**config.mk**
```make
export PLATFORM = sky130hd
export DESIGN_NAME = login_line_capture_speed_hunt
export DESIGN_NICKNAME = d
export VERILOG_FILES = /design/src/hw/rtl/llcsh_pkg.sv /design/src/hw/rtl/login_line_capture_speed_hunt.sv
export SDC_FILE = /design/constraint.sdc
export NUM_CORES = 1
export LEC_CHECK = 0
export ABC_AREA = 1
export BUFFER_PORTS_ARGS = -buffer_cell sky130_fd_sc_hd__buf_2
export CAP_MARGIN = 20
export CORE_UTILIZATION = 63
export DETAILED_ROUTE_END_ITERATION = 12
export GPL_TIMING_DRIVEN = 0
export PLACE_DENSITY = 0.81
export SLEW_MARGIN = 25
export SYNTH_ARGS = -nofsm -noshare
export SYNTH_HDL_FRONTEND = slang
export SYNTH_SLANG_ARGS = --single-unit
```
**constraint.sdc**
```tcl
create_clock -name clock -period 5.6 [get_ports clock]
set_input_delay 0.84 -clock clock [delete_from_list [all_inputs] [get_ports clock]]
set_output_delay 0.84 -clock clock [all_outputs]
set_load 0.005 [all_outputs]
```
**src/hw/rtl/llcsh_pkg.sv**
```systemverilog
// Package for the login line capture block: stream codes, character constants,
// the line-mode table and the prompt text. Depends on nothing.
package llcsh_pkg;

   typedef logic [3:0] entry_type;

   typedef enum logic [1:0] {
      KIND_BYTE = 2'd0,
      KIND_MODE = 2'd1,
      KIND_NAME = 2'd2,
      KIND_DONE = 2'd3
   } kind_type;

   typedef struct packed {
      logic [6:0] pad;
      logic       cr_seen;
      logic       lcase_on;
      logic       slow_line;
      logic [1:0] speed;
      entry_type  entry;
      logic [7:0] byte_out;
   } rsp_data_type;

   localparam logic ACT_START = 1'b0;
   localparam logic ACT_CHAR  = 1'b1;

   localparam logic [6:0] CH_NUL = 7'h00;
   localparam logic [6:0] CH_BS  = 7'h08;
   localparam logic [6:0] CH_LF  = 7'h0A;
   localparam logic [6:0] CH_CR  = 7'h0D;
   localparam logic [6:0] CH_NAK = 7'h15;
   localparam logic [6:0] CH_SP  = 7'h20;
   localparam logic [6:0] CH_LC_A = 7'h61;
   localparam logic [6:0] CH_LC_Z = 7'h7A;
   localparam logic [6:0] CH_UC_A = 7'h41;
   localparam logic [6:0] CH_UC_Z = 7'h5A;
   localparam logic [6:0] CASE_OFFSET = 7'h20;

   localparam entry_type LAST_ENTRY  = 4'd9;
   localparam logic [3:0] PROMPT_LAST = 4'd8;

   function automatic logic [7:0] tab_code(input entry_type e);
      case (e)
         4'd0:    tab_code = 8'h2D;
         4'd1:    tab_code = 8'h30;
         4'd2:    tab_code = 8'h01;
         4'd3:    tab_code = 8'h02;
         4'd4:    tab_code = 8'h31;
         4'd5:    tab_code = 8'h03;
         4'd6:    tab_code = 8'h04;
         4'd7:    tab_code = 8'h05;
         4'd8:    tab_code = 8'h32;
         4'd9:    tab_code = 8'h06;
         default: tab_code = 8'h2D;
      endcase
   endfunction

   function automatic entry_type tab_next(input entry_type e);
      case (e)
         4'd0:    tab_next = 4'd0;
         4'd1:    tab_next = 4'd2;
         4'd2:    tab_next = 4'd3;
         4'd3:    tab_next = 4'd1;
         4'd4:    tab_next = 4'd5;
         4'd5:    tab_next = 4'd6;
         4'd6:    tab_next = 4'd7;
         4'd7:    tab_next = 4'd4;
         4'd8:    tab_next = 4'd9;
         4'd9:    tab_next = 4'd8;
         default: tab_next = 4'd0;
      endcase
   endfunction

   function automatic logic [1:0] tab_speed(input entry_type e);
      case (e)
         4'd0, 4'd4:       tab_speed = 2'd3;
         4'd1, 4'd5, 4'd8: tab_speed = 2'd2;
         4'd2, 4'd6, 4'd9: tab_speed = 2'd1;
         4'd3, 4'd7:       tab_speed = 2'd0;
         default:          tab_speed = 2'd3;
      endcase
   endfunction

   // the 110 baud teletype entries use delays and default to upper case
   function automatic logic tab_teletype(input entry_type e);
      case (e)
         4'd3, 4'd7: tab_teletype = 1'b1;
         default:    tab_teletype = 1'b0;
      endcase
   endfunction

   function automatic logic [7:0] prompt_char(input logic [3:0] idx);
      case (idx)
         4'd0:    prompt_char = 8'h0D;
         4'd1:    prompt_char = 8'h0A;
         4'd2:    prompt_char = 8'h6C;
         4'd3:    prompt_char = 8'h6F;
         4'd4:    prompt_char = 8'h67;
         4'd5:    prompt_char = 8'h69;
         4'd6:    prompt_char = 8'h6E;
         4'd7:    prompt_char = 8'h3A;
         4'd8:    prompt_char = 8'h20;
         default: prompt_char = 8'h20;
      endcase
   endfunction

endpackage

```
**src/hw/rtl/login_line_capture_speed_hunt.sv**
```systemverilog
// Top level of the login line capture block: sequencer, name memory and result register.
// Depends on llcsh_pkg.
//
// A start request (tuser 0) searches the ten-entry line-mode table one entry a cycle with a
// single comparator, then sends the mode result and the nine prompt bytes.
// A character request (tuser 1) sends its first result in its decode cycle: an echo is
// 1 result, an erase 3, a line kill 1 plus 3 per stored character, a completed line the
// echo, the line-end byte, one result per name character and the done result, the name
// read in order from the name memory, which has one write and one read port. A break sends
// nothing in its decode cycle, then the mode result and the prompt. Results leave through
// one output register at one per cycle while rsp_tready stays high; req_tready is high
// only between requests, so a new request waits until the last is through. A character
// request is ignored outside line collection; an erase on an empty line sends nothing.
module login_line_capture_speed_hunt #(
   parameter int NAME_MAX = 16
) (
   input  logic                     clock,
   input  logic                     reset,
   input  logic                     req_tvalid,
   output logic                     req_tready,
   input  logic [7:0]               req_tdata,  // [7:0] byte_in
   input  logic                     req_tuser,  // [0] action
   output logic                     rsp_tvalid,
   input  logic                     rsp_tready,
   output llcsh_pkg::rsp_data_type  rsp_tdata,  // [7:0] byte_out, [11:8] entry,
                                                // [13:12] speed, [14] slow_line,
                                                // [15] lcase_on, [16] cr_seen, zeros above
   output llcsh_pkg::kind_type      rsp_tuser,  // [1:0] kind
   output logic                     rsp_tlast
);
   import llcsh_pkg::*;

   localparam int AW = (NAME_MAX > 1) ? $clog2(NAME_MAX) : 1;
   localparam int FW = $clog2(NAME_MAX + 1);
   localparam int CW = $clog2(NAME_MAX + 2);

   typedef enum logic [3:0] {
      S_IDLE, S_LOOKUP, S_MODE, S_PROMPT, S_CHAR, S_ERASE_SP,
      S_ERASE_BS, S_KILL, S_FINISH, S_NAME, S_DONE
   } state_type;

   typedef enum logic [1:0] {
      PH_IDLE, PH_COLLECT, PH_DONE
   } phase_type;

   state_type     state_ff, state_in;
   phase_type     phase_ff, phase_in;
   entry_type     entry_ff, entry_in;
   logic [7:0]    byte_ff, byte_in;
   logic [3:0]    step_ff, step_in;
   logic [FW-1:0] fill_ff, fill_in;
   logic [FW-1:0] nidx_ff, nidx_in;
   logic [CW-1:0] upper_ff, upper_in;
   logic [CW-1:0] lower_ff, lower_in;
   logic          by_cr_ff, by_cr_in;

   logic          rsp_valid_ff, rsp_valid_in;
   rsp_data_type  rsp_data_ff, rsp_data_in;
   kind_type      rsp_kind_ff, rsp_kind_in;
   logic          rsp_last_ff, rsp_last_in;

   logic [7:0]    name_mem [NAME_MAX];
   logic [7:0]    rd_data_ff;
   logic          mem_we, mem_re;
   logic [AW-1:0] mem_waddr, mem_raddr;
   logic [7:0]    mem_wdata;

   logic          out_free, emit_go, em_lcase, em_cr, em_last;
   kind_type      em_kind;
   logic [7:0]    em_byte;
   logic [6:0]    ch, folded;
   logic          is_lower, is_upper, is_full, rd_lower, lcase_final;
   logic [FW-1:0] fill_dec, nidx_inc;

   assign out_free    = !rsp_valid_ff || rsp_tready;
   assign ch          = byte_ff[6:0];
   assign is_lower    = (ch >= CH_LC_A) && (ch <= CH_LC_Z);
   assign is_upper    = (ch >= CH_UC_A) && (ch <= CH_UC_Z);
   assign folded      = is_upper ? ch + CASE_OFFSET : ch;
   assign is_full     = fill_ff == FW'(NAME_MAX);
   assign fill_dec    = fill_ff - 1'b1;
   assign nidx_inc    = nidx_ff + 1'b1;
   assign rd_lower    = (rd_data_ff[6:0] >= CH_LC_A) && (rd_data_ff[6:0] <= CH_LC_Z);
   assign lcase_final = (lower_ff != '0) ? 1'b0 :
                        (upper_ff != '0) ? 1'b1 : tab_teletype(entry_ff);

   always_comb begin
      state_in  = state_ff;
      phase_in  = phase_ff;
      entry_in  = entry_ff;
      byte_in   = byte_ff;
      step_in   = step_ff;
      fill_in   = fill_ff;
      nidx_in   = nidx_ff;
      upper_in  = upper_ff;
      lower_in  = lower_ff;
      by_cr_in  = by_cr_ff;
      emit_go   = 1'b0;
      em_kind   = KIND_BYTE;
      em_byte   = 8'h00;
      em_lcase  = 1'b0;
      em_cr     = 1'b0;
      em_last   = 1'b0;
      mem_we    = 1'b0;
      mem_waddr = fill_ff[AW-1:0];
      mem_wdata = {is_upper, folded};
      mem_re    = 1'b0;
      mem_raddr = fill_dec[AW-1:0];
      case (state_ff)
         S_IDLE: begin
            if (req_tvalid) begin
               byte_in = req_tdata;
               if (req_tuser == ACT_START) begin
                  step_in  = 4'd0;
                  state_in = S_LOOKUP;
               end else if (phase_ff == PH_COLLECT) begin
                  state_in = S_CHAR;
               end
            end
         end
         S_LOOKUP: begin
            if (tab_code(step_ff) == byte_ff) begin
               entry_in = step_ff;
               state_in = S_MODE;
            end else if (step_ff == LAST_ENTRY) begin
               entry_in = '0;
               state_in = S_MODE;
            end else begin
               step_in = step_ff + 1'b1;
            end
         end
         S_MODE: begin
            if (out_free) begin
               emit_go  = 1'b1;
               em_kind  = KIND_MODE;
               fill_in  = '0;
               upper_in = '0;
               lower_in = '0;
               phase_in = PH_COLLECT;
               step_in  = 4'd0;
               state_in = S_PROMPT;
            end
         end
         S_PROMPT: begin
            if (out_free) begin
               emit_go = 1'b1;
               em_byte = prompt_char(step_ff);
               em_last = step_ff == PROMPT_LAST;
               step_in = step_ff + 1'b1;
               if (step_ff == PROMPT_LAST) begin
                  state_in = S_IDLE;
               end
            end
         end
         S_CHAR: begin
            if (ch == CH_NUL) begin
               entry_in = tab_next(entry_ff);
               state_in = S_MODE;
            end else if (ch == CH_BS && fill_ff == '0) begin
               state_in = S_IDLE;
            end else if (out_free) begin
               emit_go = 1'b1;
               em_byte = byte_ff;
               if (ch == CH_BS) begin
                  mem_re   = 1'b1;
                  state_in = S_ERASE_SP;
               end else if (ch == CH_NAK) begin
                  upper_in = '0;
                  lower_in = '0;
                  step_in  = 4'd0;
                  if (fill_ff == '0) begin
                     em_last  = 1'b1;
                     state_in = S_IDLE;
                  end else begin
                     state_in = S_KILL;
                  end
               end else begin
                  if (is_lower) begin
                     lower_in = lower_ff + 1'b1;
                  end
                  if (is_upper) begin
                     upper_in = upper_ff + 1'b1;
                  end
                  if (ch == CH_CR) begin
                     by_cr_in = 1'b1;
                     state_in = S_FINISH;
                  end else if (ch == CH_LF || is_full) begin
                     by_cr_in = 1'b0;
                     state_in = S_FINISH;
                  end else begin
                     mem_we   = 1'b1;
                     fill_in  = fill_ff + 1'b1;
                     em_last  = 1'b1;
                     state_in = S_IDLE;
                  end
               end
            end
         end
         S_ERASE_SP: begin
            if (out_free) begin
               emit_go  = 1'b1;
               em_byte  = {1'b0, CH_SP};
               state_in = S_ERASE_BS;
            end
         end
         S_ERASE_BS: begin
            if (out_free) begin
               emit_go = 1'b1;
               em_byte = {1'b0, CH_BS};
               em_last = 1'b1;
               fill_in = fill_dec;
               if (rd_data_ff[7]) begin
                  if (upper_ff != '0) begin
                     upper_in = upper_ff - 1'b1;
                  end
               end else if (rd_lower && lower_ff != '0) begin
                  lower_in = lower_ff - 1'b1;
               end
               state_in = S_IDLE;
            end
         end
         S_KILL: begin
            if (out_free) begin
               emit_go = 1'b1;
               em_byte = (step_ff == 4'd1) ? {1'b0, CH_SP} : {1'b0, CH_BS};
               if (step_ff == 4'd2) begin
                  step_in = 4'd0;
                  fill_in = fill_dec;
                  if (fill_dec == '0) begin
                     em_last  = 1'b1;
                     state_in = S_IDLE;
                  end
               end else begin
                  step_in = step_ff + 1'b1;
               end
            end
         end
         S_FINISH: begin
            if (out_free) begin
               emit_go   = 1'b1;
               em_byte   = by_cr_ff ? {1'b0, CH_LF} : {1'b0, CH_CR};
               nidx_in   = '0;
               mem_raddr = '0;
               if (fill_ff != '0) begin
                  mem_re   = 1'b1;
                  state_in = S_NAME;
               end else begin
                  state_in = S_DONE;
               end
            end
         end
         S_NAME: begin
            if (out_free) begin
               emit_go   = 1'b1;
               em_kind   = KIND_NAME;
               em_byte   = {1'b0, rd_data_ff[6:0]};
               nidx_in   = nidx_inc;
               mem_raddr = nidx_inc[AW-1:0];
               if (nidx_inc < fill_ff) begin
                  mem_re = 1'b1;
               end else begin
                  state_in = S_DONE;
               end
            end
         end
         S_DONE: begin
            if (out_free) begin
               emit_go  = 1'b1;
               em_kind  = KIND_DONE;
               em_lcase = lcase_final;
               em_cr    = by_cr_ff;
               em_last  = 1'b1;
               phase_in = PH_DONE;
               state_in = S_IDLE;
            end
         end
         default: begin
            state_in = S_IDLE;
         end
      endcase
   end

   always_comb begin
      rsp_valid_in = rsp_valid_ff;
      rsp_data_in  = rsp_data_ff;
      rsp_kind_in  = rsp_kind_ff;
      rsp_last_in  = rsp_last_ff;
      if (emit_go) begin
         rsp_valid_in          = 1'b1;
         rsp_kind_in           = em_kind;
         rsp_last_in           = em_last;
         rsp_data_in.pad       = '0;
         rsp_data_in.cr_seen   = em_cr;
         rsp_data_in.lcase_on  = em_lcase;
         rsp_data_in.slow_line = tab_teletype(entry_ff);
         rsp_data_in.speed     = tab_speed(entry_ff);
         rsp_data_in.entry     = entry_ff;
         rsp_data_in.byte_out  = em_byte;
      end else if (rsp_tready) begin
         rsp_valid_in = 1'b0;
      end
   end

   always_ff @(posedge clock) begin
      if (reset) begin
         state_ff     <= S_IDLE;
         phase_ff     <= PH_IDLE;
         entry_ff     <= '0;
         step_ff      <= '0;
         fill_ff      <= '0;
         nidx_ff      <= '0;
         upper_ff     <= '0;
         lower_ff     <= '0;
         by_cr_ff     <= 1'b0;
         rsp_valid_ff <= 1'b0;
      end else begin
         state_ff     <= state_in;
         phase_ff     <= phase_in;
         entry_ff     <= entry_in;
         step_ff      <= step_in;
         fill_ff      <= fill_in;
         nidx_ff      <= nidx_in;
         upper_ff     <= upper_in;
         lower_ff     <= lower_in;
         by_cr_ff     <= by_cr_in;
         rsp_valid_ff <= rsp_valid_in;
      end
      byte_ff     <= byte_in;
      rsp_data_ff <= rsp_data_in;
      rsp_kind_ff <= rsp_kind_in;
      rsp_last_ff <= rsp_last_in;
   end

   always_ff @(posedge clock) begin
      if (mem_we) begin
         name_mem[mem_waddr] <= mem_wdata;
      end
      if (mem_re) begin
         rd_data_ff <= name_mem[mem_raddr];
      end
   end

   assign req_tready = state_ff == S_IDLE;
   assign rsp_tvalid = rsp_valid_ff;
   assign rsp_tdata  = rsp_data_ff;
   assign rsp_tuser  = rsp_kind_ff;
   assign rsp_tlast  = rsp_last_ff;

endmodule

```
# ---- Word level (Yosys, flattened, before mapping)
# Memory sizes are Yosys's and may differ from the RTL's. A register that Yosys moved wholly into a read port is not among the register bits.
# Cells that the tools add are included.
dict set report classes {
  addsub 9
  order_cmp 7
  eq_ne 58
  n_mux 147
  n_bitwise 6
  reduce_logical 38
}
# op count
set ops {}
lappend ops {{4-bit 2-to-1 mux} 48}
lappend ops {{5-bit 2-to-1 mux} 30}
lappend ops {{2-bit != test, second input constant} 29}
lappend ops {{8-bit one-hot mux with 7 select lines} 1}
lappend ops {{8-bit 2-to-1 mux} 5}
lappend ops {{4-bit one-hot mux with 10 select lines} 1}
lappend ops {{1-bit 2-to-1 mux} 38}
lappend ops {{5-bit one-hot mux with 3 select lines} 2}
lappend ops {{4-bit one-hot mux with 6 select lines} 1}
lappend ops {{7-bit by 4-bit equality test with 1-bit output, second input constant} 3}
lappend ops {{7-bit >= comparator, second input constant} 3}
lappend ops {{7-bit less-or-equal comparator, second input constant} 3}
lappend ops {{5-bit by 1-bit adder with 5-bit output, second input constant} 4}
lappend ops {{4-bit by 3-bit equality test with 1-bit output, second input constant} 5}
lappend ops {{4-bit equality test, second input constant} 5}
lappend ops {{5-bit one-hot mux with 4 select lines} 1}
lappend ops {{10-bit AND reduction} 2}
lappend ops {{6-bit 2-to-1 mux} 3}
lappend ops {{4-bit by 2-bit equality test with 1-bit output, second input constant} 4}
lappend ops {{4-bit one-hot mux with 2 select lines} 2}
lappend ops {{15-bit AND reduction} 1}
lappend ops {{5-bit nonzero test} 3}
lappend ops {{5-bit by 1-bit subtractor with 5-bit output, second input constant} 3}
lappend ops {{7-bit 2-to-1 mux} 2}
lappend ops {{other kinds (39)} 66}
dict set report totals {
  reg_bits 62
  ram_bits 128
  rom_bits 304
  inputBits 13
  output_inout_bits 29
  word_cells 288
  memories 5
}
# memory words word_bits read_ports rd_ports_with_merged_regs write_ports line_no
set mem_list {}
lappend mem_list {name_mem 16 8 1 1 1 login_line_capture_speed_hunt.sv:62} ;# logic [7:0] name_mem [NAME_MAX];
lappend mem_list {{(no name shown)} 16 7 1 1 0 llcsh_pkg.sv:93} ;# case (idx)
lappend mem_list {{(no name shown)} 16 6 1 1 0 llcsh_pkg.sv:43} ;# case (e)
lappend mem_list {{(no name shown)} 16 4 1 1 0 llcsh_pkg.sv:59} ;# case (e)
lappend mem_list {{(no name shown)} 16 2 1 1 0 llcsh_pkg.sv:75} ;# case (e)

# ---- Longest topological paths before layout
dict set report depth {
  word_depth 12
  mapped_depth 19
  ltp_nobuf 18
}

# ---- Least setup slack after synthesis
# No wires, ideal clock.
dict set report synth_timing {
  path_type {input-to-reg}
  start {input port rsp_tready}
  end {register (tool-made name)}
  arrival_ps 2446
  setup_slack_ps 3041
  stages 16
  path_buffers 1
  path_cell_list {nor2_1 > buf_2 > nand2_2 > nand2_1 > clkinv_1 > nand3_2 > nor2_4 > nand2_4 > nand2_1 > o21ai_2 > nand2_2 > inv_1 > ha_1 > nand4_1 > nand3_1 > nand2_1}
}
# element line_no
set synth_rtl {}
lappend synth_rtl {{start, declared} login_line_capture_speed_hunt.sv:24} ;# input logic rsp_tready,

# ---- Worst setup path after layout
dict set report layout_timing {
  start {register byte_ff[3]}
  end {memory name_mem[13][4] (enable)}
}
dict set report layout_via {
  elab_chain_len 12
}
# element line_no
set layout_lines {}
lappend layout_lines {{start, declared} login_line_capture_speed_hunt.sv:49} ;# logic [7:0] byte_ff, byte_in;
lappend layout_lines {{start signal, assigned} login_line_capture_speed_hunt.sv:328} ;# byte_ff <= byte_in;
lappend layout_lines {{7-bit by 4-bit equality test with 1-bit output} login_line_capture_speed_hunt.sv:187} ;# end else if (ch == CH_LF || is_full) begin
lappend layout_lines {{1-bit logical OR} login_line_capture_speed_hunt.sv:187}
lappend layout_lines {{1-bit 2-to-1 mux} login_line_capture_speed_hunt.sv:187}
lappend layout_lines {{1-bit 2-to-1 mux} login_line_capture_speed_hunt.sv:184} ;# if (ch == CH_CR) begin
lappend layout_lines {{1-bit 2-to-1 mux} login_line_capture_speed_hunt.sv:167} ;# end else if (ch == CH_NAK) begin
lappend layout_lines {{1-bit 2-to-1 mux} login_line_capture_speed_hunt.sv:164} ;# if (ch == CH_BS) begin
lappend layout_lines {{1-bit 2-to-1 mux} login_line_capture_speed_hunt.sv:161} ;# end else if (out_free) begin
lappend layout_lines {{1-bit 2-to-1 mux} login_line_capture_speed_hunt.sv:159} ;# end else if (ch == CH_BS && fill_ff == '0) begin
lappend layout_lines {{1-bit 2-to-1 mux *} login_line_capture_speed_hunt.sv:156} ;# if (ch == CH_NUL) begin
lappend layout_lines {{1-bit 2-to-1 mux *} login_line_capture_speed_hunt.sv:109} ;# case (state_ff)
lappend layout_lines {{1-bit 2-to-1 mux *} login_line_capture_speed_hunt.sv:335} ;# if (mem_we) begin
lappend layout_lines {{1-bit 2-to-1 mux (not written as such) *} login_line_capture_speed_hunt.sv:336} ;# name_mem[mem_waddr] <= mem_wdata;
lappend layout_lines {{end, declared} login_line_capture_speed_hunt.sv:62}
# Every way passes the cells marked *; elsewhere a longest branch is shown, timed or not.

==> metrics.md <==
| Metric | Value |
|---|---|
| Row count | 47 |
| Clk_lat worst skew | 0.53 ns |
| Number of port buffers | 34 |
| Min-Delay Path Class | reg -> reg |
| Data required, critical path | 5.76 ns |
| Avg Vias per Cell | 6.02 |
| Crit path capture type | flop |
| Synth Cell Area | 0.0107 sq mm |
| RSZ-0062 raised after global routing | no |
| Die Footprint | 0.0175 sq mm |
| P_leak | 4.74 nW |
| Initial Util | 0.644 |
| Cts hold-fix bufs | 0 |
| Fillcell total | 1248 |
| PwrDens | 590 mW/mm^2 |
| Total Nets Final | 1230 |
| Measured slew at the worst slew-check pin | 1.08 ns |
| IO Count | 42 |
| Final instance area | 0.0119 sq mm |
| Skew final | 0.0128 ns |
| Post-synth ARST share | 0 |
| Wire length of the first global-routing pass | 41800 um |
| M1 wire length | 10800 um |
| Hpwl dp | 18600 um |
| Diode count | 0 |
| Wire length on met2 | 12300 um |
| Post-place instance area | 0.0112 sq mm |
| Clock root buffer | clkbuf_16 |
| CTS Buf Count | 22 |
| Initial antenna violation count | 0 |
| Crit-path max cell delay | 1.04 ns |
| Iteration-0 DRC Markers | 1113 |
| Clock Pin Slew Worst Setup and Hold Paths | 0.06 ns |
| F_max | 284 MHz |
| Largest net degree at the start of global routing | 24 |
| Sequential share of the synthesized area | 0.561 |
| Post-CTS Setup Bufs | 0 |
| Final Non-Filler Cells | 1423 |
| Final hold violation count | 0 |
| Die height | 132 um |
| CP Cell Sequence | inv_2 > nand2_1 > nor2_1 > nand2_1 > nand2_1 > buf_2 > nor2_1 > nand3_1 > inv_1 > nand2_1 > nor2_1 |
| Post-CTS resize count | 0 |
| CTS max path bufs | 3 |
| Overall power | 7.01 mW |
| VDD IR max | 415 uV |
| Antenna-violating nets left | 0 |
| WL per Instance | 19.1 um |
| Synth unique cells | 49 |
| Total core area | 0.0166 sq mm |
| DRT Pass-1 Iters | 5 |
| Via Count | 8570 |
| TritonCTS Sinks | 217 |
| Overflow after GRT | 0 |
| Critical path launch point type | flop |
| Fin crit share | 0.628 |
| TritonCTS clock tree | built |
| H-Tree Depth | 1 |
| #FFs+latches synth | 217 |
| Post-synth EDFFs | 164 |
| Fin crit period | 3.52 ns |
| Status | finished, final reports clean |
| Ys Warns | 0 |
| GRT Total Usage | 0.313 |
| Worst setup path category | reg -> reg |
| GPL Wtd Cong | 0.985 |
| R2R setup slack | 2.08 ns |
| Critical path peak fanout | 23 |
| Die Span X | 132 um |
| Layout area overhead | 11.3% |
| Drt drc | 0 |
| Syn Area/Cell | 9.51 sq um |
| Post-synth top flop | edfxtp_1 |
| Synthesized instance count | 1123 |
| Endpoints failing setup | 0 |
| Layout cells sized above 1 | 0.124 |
| Vias in the first global route | 7898 |
| Count of final max-slew check failures | 0 |
| Slowest cell on the critical path | edfxtp_1 |
| Max-Cap Viols | 0 |
| Most numerous cell on the critical path | nand2_1 |
| Metal3 WL | 3340 um |
| Total negative setup slack | 0 ns |
| Slew HR | 0.275 |
| Total Wirelength | 27200 um |
| Post-placement cell count | 1383 |
| Top sig layer | met4 |
| Crit path DAT | 3.68 ns |
[cells by family after synthesis]
logic type,count (synthesis),share of synthesized area
AO/OA/AOI/OAI,273,0.145
other,1,0.000351
buffers and inverters,178,0.0737
XOR/XNOR,16,0.0131
AND/OR/NAND/NOR,408,0.172
flip-flops,217,0.561
adder cells (fa/ha/maj),30,0.0351
[cells in the mapped netlist, types with 4 or more instances]
cell type,n,area share
nand2_1,189,0.066
a21oi_1,98,0.046
o21ai_1,26,0.012
nor2_1,84,0.030
o21ai_0,82,0.038
o211ai_1,32,0.022
buf_4,14,0.0098
nand2_2,12,0.0070
buf_2,11,0.0052
nor4_1,5,0.0029
dfxtp_1,53,0.099
nor3_1,17,0.0080
edfxtp_1,164,0.46
inv_2,10,0.0035
a31oi_1,4,0.0023
nand4_1,6,0.0035
xnor2_1,4,0.0033
nor2_2,4,0.0023
buf_6,7,0.0074
clkbuf_1,11,0.0039
a211oi_1,6,0.0042
o22ai_1,5,0.0029
inv_1,121,0.043
xor2_1,12,0.0098
nor2_4,6,0.0063
nand2_4,5,0.0053
ha_1,30,0.035
a41oi_1,5,0.0041
nand3_1,70,0.033
nand3_2,4,0.0037
[through the flow]
step	hold WS [ns]	util	setup WS [ns]
final	0.466	0.717	2.08
after global routing	0.473	0.717	1.85
after CTS	0.467	0.717	2.15
after detailed placement	0.453	0.673	2.19
after global placement	0.445	0.672	1.95
after floorplan	0.432	-	3.04
[cell type report]
type,instances,area [sq um],share of cell area
Clock inverter,8,87.6,0.00737
Inverter,133,499,0.0420
Tap cell,220,275,0.0232
Multi-Input combinational cell,734,3940,0.332
Clock buffer,32,638,0.0537
Timing Repair Buffer,34,170,0.0143
Sequential cell,217,5990,0.504
Buffer,45,288,0.0242
[power breakdown]
part | switching (mW) | internal, mW
registers | 0.191 | 2.12
clock network | 0.626 | 0.842
logic | 2.24 | 0.996
[per-layer routing]
metal / vias up / GRT usage
met5: - / 0
met4: 0 / 0.0983
met3: 74 / 0.0757
met2: 497 / 0.488
met1: 4001 / 0.435
li1: 3998 / -
[registers in the layout, indices dropped and copies added, names as in the netlist, named ones only]
register,flops
step_ff,4
state_ff,4
nidx_ff,5
rsp_tdata,17
by_cr_ff,1
phase_ff,2
rsp_tvalid,1
upper_ff,5
fill_ff,5
name_mem,128
byte_ff,8
entry_ff,4
rsp_tlast,1
rd_data_ff,8
rsp_tuser,2
lower_ff,5
[final timing paths]
| path | start | depth (start not counted) | endpoint |
|---|---|---|---|
| setup / recovery | byte_ff[3] | 11 | name_mem[13][4] |
| hold reg to reg | entry_ff[3] | 0 | rsp_tdata[11] |
| hold / removal | entry_ff[3] | 0 | rsp_tdata[11] |
| setup reg to reg | byte_ff[3] | 11 | name_mem[13][4] |
[placed cells by master, fill, tap and decap left out, drive strengths merged, types with 4 or more instances in the layout]
| master | count |
|---|---|
| nor3 | 18 |
| o22ai | 5 |
| edfxtp | 164 |
| a41oi | 5 |
| nand3 | 74 |
| nand2 | 206 |
| a21oi | 99 |
| dfxtp | 53 |
| nand4 | 6 |
| clkbuf | 43 |
| o211ai | 32 |
| clkinv | 9 |
| conb | 7 |
| inv | 131 |
| nor2 | 94 |
| nor4 | 5 |
| o21ai | 110 |
| buf | 68 |
| ha | 30 |
| xnor2 | 4 |
| a211oi | 6 |
| a31oi | 4 |
| xor2 | 12 |
[worst max-delay path: cells and delay by family, from the launching register on]
family | cells | cell delay, ns
buffers and inverters | 3 | 0.56
and+or+nand+nor | 8 | 1.51
DFF | 1 | 1.04
Power figures use the tool's default switching activity.
